<file path="src/sv/sss_pkg.sv">
// shared types and constants for the screw station sequencer
package sss_pkg;

    // one scan of switches and sensors
    typedef struct packed {
        logic manual_mode;
        logic stop_key;
        logic start_key;
        logic reset_key;
        logic lift_key;
        logic clamp_key;
        logic feed_key;
        logic upper_limit;
        logic lower_limit;
        logic slip_sensor;
        logic tube_sensor;
        logic full_sensor;
    } scan_word_t;

    // one result word
    typedef struct packed {
        logic       lift_valve;
        logic       clamp_valve;
        logic       feed_valve;
        logic       driver_run;
        logic       home_signal;
        logic       finish_signal;
        logic [2:0] error_relays;
        logic [2:0] sequence_step;
        logic       homing_wait;
    } result_word_t;

    localparam int CfgIndexWidth = 3;
    localparam int CfgDataWidth  = 16;

    localparam logic [CfgIndexWidth-1:0] REG_FULL_LIMIT     = 3'd0;
    localparam logic [CfgIndexWidth-1:0] REG_VALVE_TIMEOUT  = 3'd1;
    localparam logic [CfgIndexWidth-1:0] REG_CLAMP_DWELL    = 3'd2;
    localparam logic [CfgIndexWidth-1:0] REG_SLIP_TIMEOUT   = 3'd3;
    localparam logic [CfgIndexWidth-1:0] REG_LACK_ALLOWANCE = 3'd4;
    localparam logic [CfgIndexWidth-1:0] REG_FEED_PULSE     = 3'd5;

    localparam logic [15:0] FULL_LIMIT_RST     = 16'd10000;
    localparam logic [15:0] VALVE_TIMEOUT_RST  = 16'd3000;
    localparam logic [15:0] CLAMP_DWELL_RST    = 16'd300;
    localparam logic [15:0] SLIP_TIMEOUT_RST   = 16'd2000;
    localparam logic [7:0]  LACK_ALLOWANCE_RST = 8'd1;
    localparam logic [15:0] FEED_PULSE_RST     = 16'd250;

    typedef struct packed {
        logic [15:0] full_limit;
        logic [15:0] valve_timeout;
        logic [15:0] clamp_dwell;
        logic [15:0] slip_timeout;
        logic [7:0]  lack_allowance;
        logic [15:0] feed_pulse;
    } cfg_t;

    // error codes shown on the relays
    localparam logic [2:0] ERR_NONE = 3'd0;
    localparam logic [2:0] ERR_SLIP = 3'd1;
    localparam logic [2:0] ERR_LACK = 3'd4;
    localparam logic [2:0] ERR_FULL = 3'd5;
    localparam logic [2:0] ERR_UP   = 3'd6;
    localparam logic [2:0] ERR_DOWN = 3'd7;

    // automatic sequence steps
    localparam logic [2:0] STEP_INIT      = 3'd0;
    localparam logic [2:0] STEP_WAIT      = 3'd1;
    localparam logic [2:0] STEP_DOWN      = 3'd2;
    localparam logic [2:0] STEP_CLAMP     = 3'd3;
    localparam logic [2:0] STEP_SLIP      = 3'd4;
    localparam logic [2:0] STEP_PASS      = 3'd5;
    localparam logic [2:0] STEP_UP        = 3'd6;
    localparam logic [2:0] STEP_CLAMP_OFF = 3'd7;

    localparam logic [15:0] CNT_MAX  = 16'hFFFF;
    localparam logic [7:0]  LACK_MAX = 8'hFF;

    // sequencer state carried from scan to scan
    typedef struct packed {
        logic [2:0]  step;
        logic        v_lift;
        logic        v_clamp;
        logic        v_feed;
        logic        v_drv;
        logic        entry_auto;
        logic        entry_man;
        logic        rel_lift;
        logic        rel_clamp;
        logic        rel_feed;
        logic        err_slip;
        logic        err_up;
        logic        err_down;
        logic        err_full;
        logic        err_lack;
        logic [2:0]  sticky;
        logic        scr_tube;
        logic        scr_clip;
        logic        scr_pend;
        logic        scr_arm;
        logic        finish_flag;
        logic [7:0]  lack_count;
        logic [15:0] cnt_full;
        logic [15:0] cnt_up;
        logic [15:0] cnt_down;
        logic [15:0] cnt_step;
        logic [15:0] cnt_feed;
        logic        homing;
        logic        home_out;
        logic        finish_out;
    } st_t;

    // state after reset: all keys count as released
    localparam st_t ST_RST = '{rel_lift: 1'b1, rel_clamp: 1'b1, rel_feed: 1'b1, default: '0};

endpackage

</file>
<file path="src/sv/sss_cfg.sv">
// configuration registers of the screw station sequencer
module sss_cfg (
    input  logic                              clk,
    input  logic                              rst_n,
    input  logic                              cfg_write,
    input  logic [sss_pkg::CfgIndexWidth-1:0] cfg_index,
    input  logic [sss_pkg::CfgDataWidth-1:0]  cfg_data,
    output sss_pkg::cfg_t                     cfg
);

    sss_pkg::cfg_t cfg_reg;
    sss_pkg::cfg_t cfg_next;

    always_comb
    begin
        cfg_next = cfg_reg;
        if (cfg_write)
        begin
            case (cfg_index)
                sss_pkg::REG_FULL_LIMIT:     cfg_next.full_limit     = cfg_data;
                sss_pkg::REG_VALVE_TIMEOUT:  cfg_next.valve_timeout  = cfg_data;
                sss_pkg::REG_CLAMP_DWELL:    cfg_next.clamp_dwell    = cfg_data;
                sss_pkg::REG_SLIP_TIMEOUT:   cfg_next.slip_timeout   = cfg_data;
                sss_pkg::REG_LACK_ALLOWANCE: cfg_next.lack_allowance = cfg_data[7:0];
                sss_pkg::REG_FEED_PULSE:     cfg_next.feed_pulse     = cfg_data;
                default:                     cfg_next = cfg_reg;
            endcase
        end
    end

    always_ff @(posedge clk or negedge rst_n)
    begin
        if (!rst_n)
        begin
            cfg_reg.full_limit     <= sss_pkg::FULL_LIMIT_RST;
            cfg_reg.valve_timeout  <= sss_pkg::VALVE_TIMEOUT_RST;
            cfg_reg.clamp_dwell    <= sss_pkg::CLAMP_DWELL_RST;
            cfg_reg.slip_timeout   <= sss_pkg::SLIP_TIMEOUT_RST;
            cfg_reg.lack_allowance <= sss_pkg::LACK_ALLOWANCE_RST;
            cfg_reg.feed_pulse     <= sss_pkg::FEED_PULSE_RST;
        end
        else
        begin
            cfg_reg <= cfg_next;
        end
    end

    assign cfg = cfg_reg;

endmodule

</file>
<file path="src/sv/sss_core.sv">
// per-scan update logic: manual keys, auto sequence, timeouts and errors
module sss_core (
    input  sss_pkg::st_t         st,
    input  sss_pkg::cfg_t        cfg,
    input  sss_pkg::scan_word_t  scan,
    output sss_pkg::st_t         st_upd,
    output sss_pkg::result_word_t res
);

    sss_pkg::st_t s;
    logic         done;
    logic [2:0]   status;
    logic         home;
    logic         ok;

    function automatic logic [2:0] err_code(input sss_pkg::st_t x);
        logic [2:0] c;
        begin
            if (x.err_slip)      c = sss_pkg::ERR_SLIP;
            else if (x.err_lack) c = sss_pkg::ERR_LACK;
            else if (x.err_full) c = sss_pkg::ERR_FULL;
            else if (x.err_up)   c = sss_pkg::ERR_UP;
            else if (x.err_down) c = sss_pkg::ERR_DOWN;
            else                 c = sss_pkg::ERR_NONE;
            return c;
        end
    endfunction

    function automatic sss_pkg::st_t finish_home(input sss_pkg::st_t x);
        sss_pkg::st_t y;
        begin
            y             = x;
            y.v_feed      = 1'b0;
            y.v_clamp     = 1'b0;
            y.finish_flag = 1'b1;
            y.homing      = 1'b0;
            return y;
        end
    endfunction

    // clears lift and driver; waits for the upper limit if it is not made yet
    function automatic sss_pkg::st_t machine_home(input sss_pkg::st_t x, input logic up);
        sss_pkg::st_t y;
        begin
            y        = x;
            y.v_drv  = 1'b0;
            y.v_lift = 1'b0;
            y.step   = sss_pkg::STEP_INIT;
            if (up)
                y.homing = 1'b1;
            else
                y = finish_home(y);
            return y;
        end
    endfunction

    function automatic sss_pkg::st_t move_screw(input sss_pkg::st_t x);
        sss_pkg::st_t y;
        begin
            y          = x;
            y.scr_clip = x.scr_tube;
            y.scr_tube = 1'b0;
            return y;
        end
    endfunction

    always_comb
    begin
        s      = st;
        done   = 1'b0;
        status = err_code(st);
        home   = 1'b0;
        ok     = 1'b0;

        if (st.homing)
        begin
            if (!scan.upper_limit)
                s = finish_home(s);
            done = 1'b1;
        end
        else if (st.cnt_feed != '0)
        begin
            // feed pulse running: inputs ignored
            s.cnt_feed = st.cnt_feed - 16'd1;
            if (s.cnt_feed == '0)
                s.v_feed = 1'b0;
            done = 1'b1;
        end

        if (!done)
        begin
            if (status != sss_pkg::ERR_NONE)
                s.sticky = s.sticky | status;
            else
                s.sticky = '0;

            if (!scan.tube_sensor)
                s.scr_tube = 1'b1;

            if (scan.full_sensor)
            begin
                if (s.cnt_full != sss_pkg::CNT_MAX)
                    s.cnt_full = s.cnt_full + 16'd1;
                if (s.cnt_full > cfg.full_limit)
                    s.err_full = 1'b1;
            end
            else
            begin
                s.cnt_full = '0;
                s.err_full = 1'b0;
            end

            s.finish_out = s.finish_flag;

            if (scan.stop_key)
            begin
                s.err_slip = 1'b0;
                s.err_up   = 1'b0;
                s.err_down = 1'b0;
                s.err_lack = 1'b0;
                s.scr_clip = 1'b1;
            end

            home       = !scan.upper_limit && !(s.v_clamp || s.v_feed || s.v_drv);
            s.home_out = home;

            if (scan.manual_mode)
            begin
                s.step       = sss_pkg::STEP_INIT;
                s.entry_auto = 1'b0;
                if (!s.entry_man)
                begin
                    s.entry_man = 1'b1;
                    s           = machine_home(s, scan.upper_limit);
                    done        = scan.upper_limit;
                end
                if (!done)
                begin
                    // keys toggle on press, re-arm on release
                    if (s.rel_lift && !scan.lift_key)
                    begin
                        s.rel_lift = 1'b0;
                        s.v_lift   = !s.v_lift;
                        s.v_drv    = !s.v_drv;
                    end
                    if (scan.lift_key)
                        s.rel_lift = 1'b1;
                    if (s.rel_clamp && !scan.clamp_key)
                    begin
                        s.rel_clamp = 1'b0;
                        s.v_clamp   = !s.v_clamp;
                    end
                    if (scan.clamp_key)
                        s.rel_clamp = 1'b1;
                    if (scan.reset_key && s.rel_feed && !scan.feed_key)
                    begin
                        s.rel_feed = 1'b0;
                        s          = move_screw(s);
                        if (cfg.feed_pulse != '0)
                        begin
                            s.v_feed   = 1'b1;
                            s.cnt_feed = cfg.feed_pulse;
                            done       = 1'b1;
                        end
                        else
                        begin
                            s.v_feed = 1'b0;
                        end
                    end
                    if (!done && scan.feed_key)
                        s.rel_feed = 1'b1;
                end
            end
            else
            begin
                s.entry_man = 1'b0;
                if ((status != sss_pkg::ERR_NONE && status != sss_pkg::ERR_FULL)
                    || scan.stop_key)
                begin
                    s    = machine_home(s, scan.upper_limit);
                    done = scan.upper_limit;
                end
                if (!done)
                begin
                    if (!scan.lower_limit)
                        s.v_feed = 1'b1;
                    if (!scan.upper_limit)
                        s.v_feed = 1'b0;
                    if (!s.entry_auto)
                    begin
                        s.entry_auto = 1'b1;
                        s            = machine_home(s, scan.upper_limit);
                        done         = scan.upper_limit;
                    end
                end
                if (!done)
                begin
                    // limit switch lag timeouts
                    if (!s.v_lift && scan.upper_limit)
                    begin
                        if (s.cnt_up != sss_pkg::CNT_MAX)
                            s.cnt_up = s.cnt_up + 16'd1;
                        if (s.cnt_up > cfg.valve_timeout)
                            s.err_up = 1'b1;
                    end
                    else
                    begin
                        s.cnt_up = '0;
                    end
                    if (s.v_lift && scan.lower_limit)
                    begin
                        if (s.cnt_down != sss_pkg::CNT_MAX)
                            s.cnt_down = s.cnt_down + 16'd1;
                        if (s.cnt_down > cfg.valve_timeout)
                            s.err_down = 1'b1;
                    end
                    else
                    begin
                        s.cnt_down = '0;
                    end

                    // missing screw counting
                    if (!s.scr_clip && s.scr_arm)
                    begin
                        s.scr_arm = 1'b0;
                        if (s.lack_count != sss_pkg::LACK_MAX)
                            s.lack_count = s.lack_count + 8'd1;
                        if (s.lack_count > cfg.lack_allowance)
                            s.err_lack = 1'b1;
                    end
                    if (s.scr_clip)
                        s.scr_arm = 1'b1;

                    ok = !scan.stop_key
                         && (status == sss_pkg::ERR_NONE || status == sss_pkg::ERR_FULL);
                    if (ok)
                    begin
                        if (s.step == sss_pkg::STEP_INIT)
                        begin
                            s.cnt_up   = '0;
                            s.cnt_down = '0;
                            s.cnt_step = '0;
                            s.step     = sss_pkg::STEP_WAIT;
                            s.scr_pend = 1'b0;
                        end
                        if (s.step == sss_pkg::STEP_WAIT)
                        begin
                            if (s.scr_pend)
                            begin
                                s          = move_screw(s);
                                s.scr_pend = 1'b0;
                            end
                            if (!scan.start_key && scan.reset_key && !scan.upper_limit && home)
                                s.step = sss_pkg::STEP_DOWN;
                        end
                        if (s.step == sss_pkg::STEP_DOWN)
                        begin
                            s.finish_flag = 1'b0;
                            s.v_lift      = 1'b1;
                            if (!scan.lower_limit)
                                s.step = sss_pkg::STEP_CLAMP;
                        end
                        if (s.step == sss_pkg::STEP_CLAMP)
                        begin
                            s.v_drv    = 1'b1;
                            s.v_clamp  = 1'b1;
                            s.scr_pend = 1'b1;
                            if (s.cnt_step < cfg.clamp_dwell)
                            begin
                                s.cnt_step = s.cnt_step + 16'd1;
                            end
                            else
                            begin
                                s.step     = sss_pkg::STEP_SLIP;
                                s.cnt_step = '0;
                            end
                        end
                        if (s.step == sss_pkg::STEP_SLIP)
                        begin
                            if (scan.slip_sensor)
                            begin
                                s.step     = sss_pkg::STEP_PASS;
                                s.cnt_step = '0;
                            end
                            else
                            begin
                                if (s.cnt_step != sss_pkg::CNT_MAX)
                                    s.cnt_step = s.cnt_step + 16'd1;
                                if (s.cnt_step >= cfg.slip_timeout)
                                begin
                                    s.err_slip = 1'b1;
                                    s.cnt_step = '0;
                                end
                            end
                        end
                        if (s.step == sss_pkg::STEP_PASS)
                            s.step = sss_pkg::STEP_UP;
                        if (s.step == sss_pkg::STEP_UP)
                        begin
                            s.v_drv  = 1'b0;
                            s.v_lift = 1'b0;
                            if (!scan.upper_limit)
                            begin
                                s.step        = sss_pkg::STEP_CLAMP_OFF;
                                s.finish_flag = 1'b1;
                            end
                        end
                        if (s.step == sss_pkg::STEP_CLAMP_OFF)
                        begin
                            s.v_clamp = 1'b0;
                            if (!scan.reset_key)
                                s.step = sss_pkg::STEP_WAIT;
                        end
                    end
                end
            end
        end
    end

    assign st_upd = s;

    always_comb
    begin
        res.lift_valve    = s.v_lift;
        res.clamp_valve   = s.v_clamp;
        res.feed_valve    = s.v_feed;
        res.driver_run    = s.v_drv;
        res.home_signal   = s.home_out;
        res.finish_signal = s.finish_out;
        res.error_relays  = s.sticky;
        res.sequence_step = s.step;
        res.homing_wait   = s.homing;
    end

endmodule

</file>
<file path="src/sv/screw_station_sequencer_unit.sv">
// top level of the screw station sequencer: input register, state, result register
// One scan word of the station's switches and sensors goes in per clock while the
// input is not stalled, and one result word comes out for each: the word waits in
// the input register until the result register is free or being emptied, then
// moves into the result register. A new scan word can be taken every cycle: the
// state update for one scan is a single pass of compare-and-count logic between
// the input register and the state and result registers, so the sustained rate
// is one word per cycle as long as the result side does not stall. While a
// result waits, one more scan word is still taken into the input register. All
// millisecond delays are counted in scans and set through the six configuration
// registers; write them by index only while the block is idle (not enforced).
module screw_station_sequencer_unit (
    input  logic                              clk,
    input  logic                              rst_n,
    input  logic                              scan_valid,
    output logic                              scan_stall,
    input  sss_pkg::scan_word_t               scan,
    output logic                              result_valid,
    input  logic                              result_stall,
    output sss_pkg::result_word_t             result,
    input  logic                              cfg_write,
    input  logic [sss_pkg::CfgIndexWidth-1:0] cfg_index,
    input  logic [sss_pkg::CfgDataWidth-1:0]  cfg_data
);

    sss_pkg::cfg_t         cfg;
    sss_pkg::scan_word_t   scan_reg;
    logic                  scan_v_reg;
    logic                  scan_v_next;
    sss_pkg::st_t          st_reg;
    sss_pkg::st_t          st_next;
    sss_pkg::st_t          st_upd;
    sss_pkg::result_word_t res;
    sss_pkg::result_word_t result_reg;
    logic                  result_v_reg;
    logic                  result_v_next;
    logic                  advance;
    logic                  take;

    sss_cfg u_cfg (
        .clk       (clk),
        .rst_n     (rst_n),
        .cfg_write (cfg_write),
        .cfg_index (cfg_index),
        .cfg_data  (cfg_data),
        .cfg       (cfg)
    );

    sss_core u_core (
        .st     (st_reg),
        .cfg    (cfg),
        .scan   (scan_reg),
        .st_upd (st_upd),
        .res    (res)
    );

    // input word moves on when the result register is free or being emptied
    assign advance    = scan_v_reg && (!result_v_reg || !result_stall);
    assign scan_stall = scan_v_reg && !advance;
    assign take       = scan_valid && !scan_stall;

    always_comb
    begin
        scan_v_next = scan_v_reg;
        if (take)
            scan_v_next = 1'b1;
        else if (advance)
            scan_v_next = 1'b0;

        result_v_next = result_v_reg;
        if (advance)
            result_v_next = 1'b1;
        else if (!result_stall)
            result_v_next = 1'b0;

        st_next = advance ? st_upd : st_reg;
    end

    always_ff @(posedge clk or negedge rst_n)
    begin
        if (!rst_n)
        begin
            scan_v_reg   <= 1'b0;
            result_v_reg <= 1'b0;
            st_reg       <= sss_pkg::ST_RST;
        end
        else
        begin
            scan_v_reg   <= scan_v_next;
            result_v_reg <= result_v_next;
            st_reg       <= st_next;
        end
    end

    always_ff @(posedge clk)
    begin
        if (take)
            scan_reg <= scan;
        if (advance)
            result_reg <= res;
    end

    assign result_valid = result_v_reg;
    assign result       = result_reg;

    a_result_loaded: assert property (@(posedge clk) disable iff (!rst_n)
        advance |=> result_v_reg)
        else $error("result register not loaded after a scan word moved on");

    a_no_idle_stall: assert property (@(posedge clk) disable iff (!rst_n)
        !scan_v_reg |-> !scan_stall)
        else $error("input stalled with an empty input register");

    a_feed_pulse_valve: assert property (@(posedge clk) disable iff (!rst_n)
        (st_reg.cnt_feed != '0) |-> st_reg.v_feed)
        else $error("feed pulse running with feed valve off");

    a_homing_safe: assert property (@(posedge clk) disable iff (!rst_n)
        st_reg.homing |-> (!st_reg.v_lift && !st_reg.v_drv
                           && st_reg.step == sss_pkg::STEP_INIT))
        else $error("lift or driver on while homing");

    a_state_hold: assert property (@(posedge clk) disable iff (!rst_n)
        !advance |=> $stable(st_reg))
        else $error("state changed without a scan word");

endmodule

</file>
<file path="config.mk">
export PLATFORM = sky130hd
export DESIGN_NAME = screw_station_sequencer_unit
export DESIGN_NICKNAME = d
export VERILOG_FILES = /design/src/sv/sss_pkg.sv /design/src/sv/sss_cfg.sv /design/src/sv/sss_core.sv /design/src/sv/screw_station_sequencer_unit.sv
export SDC_FILE = /design/constraint.sdc
export NUM_CORES = 1
export LEC_CHECK = 0
export BUFFER_PORTS_ARGS = -buffer_cell sky130_fd_sc_hd__buf_4
export CORE_ASPECT_RATIO = 0.75
export CORE_UTILIZATION = 35
export CTS_BUF_LIST = sky130_fd_sc_hd__clkbuf_2 sky130_fd_sc_hd__clkbuf_4 sky130_fd_sc_hd__clkbuf_8
export CTS_CLUSTER_DIAMETER = 50
export CTS_CLUSTER_SIZE = 14
export DETAILED_ROUTE_END_ITERATION = 6
export SYNTH_ARGS = -nofsm -noshare
export SYNTH_HDL_FRONTEND = slang
export SYNTH_HIERARCHICAL = 1
export SYNTH_SLANG_ARGS = --single-unit
</file>
<file path="constraint.sdc">
create_clock -name clk -period 8.7 [get_ports clk]
set_input_delay 1.74 -clock clk [delete_from_list [all_inputs] [get_ports clk]]
set_output_delay 1.74 -clock clk [all_outputs]
set_load 0.05 [all_outputs]
</file>
# --- After elaboration in Yosys (flattened, before gate mapping) ---
# Cells that the tools add are included.
word_totals:
  wordCells: 325
  input_bits: 36
  ff_bits: 231
  output_inout_bits: 15
op_classes:
  eq_ne: 20
  add_sub_neg: 7
  order_cmp: 6
  bitwise_logic: 1
  n_reduce_logical: 53
  mux: 179
ops:
  columns: ["op", "count"]
  rows:
  - ["$mux 116", 18]
  - ["$mux 16", 35]
  - ["$mux 109", 3]
  - ["$mux 113", 2]
  - ["$mux 112", 1]
  - ["$mux 111", 1]
  - ["$mux 3", 35]
  - ["$mux 96", 1]
  - ["$mux 91", 1]
  - ["$add 16x1->16 const B", 5]
  - ["$mux 1", 65]
  - ["$ne 16x16->1 const B", 4]
  - ["$gt 16x16->1", 3]
  - ["$mux 48", 1]
  - ["$mux 8", 6]
  - ["$mux 4", 10]
  - ["$reduce_bool 16->1", 2]
  - ["$eq 3x3->1 const B", 7]
  - ["$logic_and 1x1->1", 17]
  - ["$logic_not 1->1", 17]
  - ["$ge 16x16->1", 1]
  - ["$logic_not 16->1", 1]
  - ["$lt 16x16->1", 1]
  - ["$sub 16x1->16 const B", 1]
  - ["13 further kinds", 28]

# --- Depth between registers and ports, before layout ---
depth:
  word_depth: 70
  depth_mapped: 37

# --- Cells and area by module ---
# Netlist, hierarchy kept.
by_module_without_submodules:
  columns: ["mod", "cells_each", "area_each_um2", "n_inst"]
  rows:
  - ["sss_core", 1296, 7965.1, 1]
  - ["screw_station_sequencer_unit", 278, 5290.1, 1]
  - ["sss_cfg", 191, 3400.8, 1]

# --- Worst setup path after synthesis ---
# No wires, ideal clock.
synth_path:
  path_kind: "flip-flop to flip-flop"
  start: "register scan_reg[10] in the netlist's numbering"
  end: "register st_reg[25] in the netlist's numbering"
  required_time_ns: 8.575
  t_arrival_ns: 7.005
  path_buffers: 6
  stages_incl_launch_ff: 38
  setup_slack_ns: 1.570
  synth_period_minus_slack_ns: 7.130
  setup_time_ns: 0.125
  cell_sequence: "edfxtp_1 > nor4b_2 > and3_1 > clkbuf_1 > clkbuf_1 > nand2_1 > inv_1 > ha_1 > nand4_1 > nor3_1 > o221ai_1 > o21a_1 > nand2_1 > clkbuf_1 > nor3_1 > a21oi_1 > inv_1 > ha_1 > (+2 left out) > and4_4 > buf_6 > or4_4 > xnor2_1 > ha_1 > nand4_1 > nor3_1 > nor4_1 > o21ai_0 > a41oi_1 > o41ai_1 > inv_1 > nand2_1 > clkbuf_1 > nand2_1 > a31oi_1 > nor2_1 > mux2_2"
synth_rtl:
  columns: ["element", "line", "source"]
  rows:
  - ["start: declaration", "screw_station_sequencer_unit.sv:27", "sss_pkg::scan_word_t scan_reg;"]
  - ["start signal: assignment", "screw_station_sequencer_unit.sv:98", "scan_reg <= scan;"]
  - ["end signal: assignment", "screw_station_sequencer_unit.sv:85", "st_reg <= sss_pkg::ST_RST;"]
  - ["end signal: assignment", "screw_station_sequencer_unit.sv:91", "st_reg <= st_next;"]
  - ["end: declaration", "screw_station_sequencer_unit.sv:30", "sss_pkg::st_t st_reg;"]

==> results by group <==
Status
  – Status: finished, final reports clean

Die
  – # IOs: 51
  – Die W: 254 um
  – Die Ht: 191 um
  – Die ar.: 48500 um^2
  – FP Rows: 68
  – Initial Util: 0.359
  – Core Area: 46500 um^2

STA
  – Setup TNS: 0 ns
  – Clock Skews: 0.0255 ns
  – Final Setup Violations: 0
  – Final min period: 8.02 ns
  – Final hold violations: 0
  – Slew headroom: 0.177
  – Fin. max-slew vios: 0
  – RSZ-0062 raised after global routing: false
  – Final WS setup: 0.675 ns
  – Slew of the pin with the lowest slew margin: 1.23 ns
  – F_max: 0.125 GHz
  – Final Cycle Share: 0.922

Worst setup path
  – Flop2flop setup slack: 0.68 ns
  – Worst R2R Start: scan_reg[10]
  – Reg2reg end: st_reg[33]
  – R2R cell count: 30
  – Kind of critical path: reg2reg
  – Critical Path Max Stage Delay: 0.62 ns
  – Critical path required time: 9.21 ns
  – CP Data Arrival Time: 8.54 ns
  – Critical path fanouts, max: 17
  – CP Launch Type: register
  – Crit. End Element: register
  – Slowest cell on the critical path: or4_4

Clock tree
  – Clk_lat worst skew: 0.65 ns
  – Total CTS buffers: 30
  – CTS H-tree lvls: 1
  – Clock Pin Slew Worst Setup and Hold Paths: 0.09 ns
  – CTS tree: built
  – Max clock buf depth: 3
  – CTS sink cnt: 231
  – Root buf cell: clkbuf_8

Finish
  – Max reg flops: 116
  – Fin nets: 1927
  – FILL cells: 4683
  – Area grow syn2layout: 9.80%
  – Final Util: 0.394
  – Share of cells above drive strength 1: 0.233

Yosys
  – Post-Syn Nets: 1897
  – Largest family of logic cells by synthesized area: simple AND/OR/NAND/NOR gates
  – Most common cell in the synthesized netlist: nand2_1
  – Synth cell types: 97
  – Async SR Flop Fraction: 0.892
  – Post-Syn Area per Cell: 9.44 um^2
  – Compound-Gate Fraction of Synth Area: 0.129
  – Yosys reg bits: 231
  – Post-synth top area cell: dfrtp_1
  – Top FF cell, synth: dfrtp_1
  – Post-synthesis mux area share: 0.159
  – Seq/Total Area, Yosys: 0.357
  – Post-synth EDFFs: 25
  – Ys Warns: 6
  – Mapped cell area: 16700 um^2
  – Synth Area in XOR/XNOR: 0.0379
  – Post-Synth Adder-Cell Area: 0.0721
  – Cells after synthesis: 1765
  – Area share of and/or/nand/nor cells after synthesis: 0.191
  – Yosys top cell area share: 0.261
  – Synth area leaders: dfrtp_1 26%, mux2_2 13%, ha_1 7.2%
  – Synth cell count leaders: 215 x nand2_1, 186 x mux2_2, 174 x dfrtp_1

Power
  – Total Power: 3.63 mW
  – Peak ir drop on the vdd network: 0.116 mV
  – Leakage: 8.29 nW
  – PwrDens: 198 nW/um^2

Global route
  – Vias in the first global route: 13300
  – Antenna violations before repair: 3
  – GRT Residual Overflow: 0
  – Global-route wire length before repair: 78.6 mm
  – Pin count of the biggest net entering global routing: 76
  – Overall Global Routing Usage: 0.210

Route
  – Via Count: 13800
  – Residual DRC count: 0
  – Initial drt markers: 1313
  – Drt total wl: 50.8 mm
  – Drt wl/cell: 20.7 um
  – Detailed Routing Iterations Pass 1: 5
  – Antenna Nets Post-Route: 0
  – DR vias/cell: 5.62

Flow run
  – Max cap viols: 0

Hold path
  – Hold Path End: u_cfg/cfg[69]
  – Min-delay worst type: reg2reg
  – HP Start: u_cfg/cfg[69]
  – Hold Path Depth: 1

Placement
  – GPL Wtd Cong: 0.991
  – Pre-CTS setup slack: 0.757 ns
  – Detail Placement HPWL: 37.0 mm
  – Number of port buffers: 50
==> layer usage <==
layer / share of wire / global-route usage
met1: 0.50 / 0.320
met2: 0.40 / 0.292
met3: 0.083 / 0.0508
met4: 0.019 / 0.0475
met5: 0.00026 / 0
==> logic make-up after synthesis <==
logic type | Yosys count
multiplexers | 227
flip-flops | 231
buffers and inverters | 189
AO/OA/AOI/OAI | 322
adder cells (fa/ha/maj) | 96
AND/OR/NAND/NOR | 628
XOR/XNOR | 72
==> critical path, delay by kind of cell (launching register included) <==
kind,cells,cell delay [ns]
AND/OR/NAND/NOR,13,3.42
AO/OA/AOI/OAI,10,2.36
adder cells (fa/ha/maj),3,0.87
flip-flops,1,0.50
buffers and inverters,2,0.33
multiplexers,1,0.26
XOR/XNOR,1,0.15
==> report_power, final <==
group | leakage, nW | switching (mW) | internal, mW
clock network | 0.374 | 0.511 | 0.486
logic | 5.08 | 0.581 | 0.477
registers | 2.84 | 0.246 | 1.32
==> per-stage QoR <==
step,std cells,area [um^2],hold slack (ns)
after floorplan,1765,16700,0.442
after global placement,2393,17600,0.471
after detailed placement,2393,17600,0.491
after CTS,2449,18300,0.516
after global routing,2449,18300,0.531
final,2450,18300,0.512
==> how the worst max path moves through the flow <==
stage	start	end	slack, ns	cells after the start
floorplan	scan_reg[10]	st_reg[25]	1.57	37
global placement	scan_reg[10]	st_reg[33]	0.76	30
detailed placement	scan_reg[10]	st_reg[25]	0.76	29
CTS	scan_reg[10]	st_reg[33]	0.69	30
global route	scan_reg[10]	st_reg[25]	0.10	30
finish	scan_reg[10]	st_reg[33]	0.68	30
==> cell usage in the layout (no fill, tap or decap), types with 7 or more instances in the layout <==
cell,instances
a31oi_1,14
a211oi_1,10
nor4_1,20
nor2b_1,15
nor2_1,102
mux2i_1,11
inv_1,108
and4_1,8
and2_1,10
nand3_1,73
xnor2_1,51
clkbuf_8,34
o31ai_1,17
a21o_1,28
edfxtp_1,25
or2_2,8
mux2_4,29
o21ai_0,85
nand2_1,215
nand2b_1,20
dfrtp_1,174
o211ai_1,9
or3_1,13
xor2_1,21
ha_1,96
buf_4,78
nand4_1,42
or4_1,10
and3_1,23
inv_6,8
mux2_2,186
o21a_1,25
nor3_1,37
dfstp_2,32
a22oi_1,7
a21oi_1,64
==> cell type report <==
class	count	area [um^2]	share of cell area
Multi-Input combinational cell	1345	9820	0.537
Sequential cell	231	5950	0.325
Tap cell	630	788	0.0431
Timing Repair Buffer	79	599	0.0328
Clock buffer	37	484	0.0265
Inverter	108	405	0.0222
Clock inverter	19	243	0.0133
Antenna cell	1	2.50	0.000137
==> timing repair <==
action                     in CTS  in global routing
setup buffers                   0                  0
resized for setup               0                  2
hold buffers                    0                  0
setup endpoints to repair       0                 10
Power figures use the tool's default switching activity.
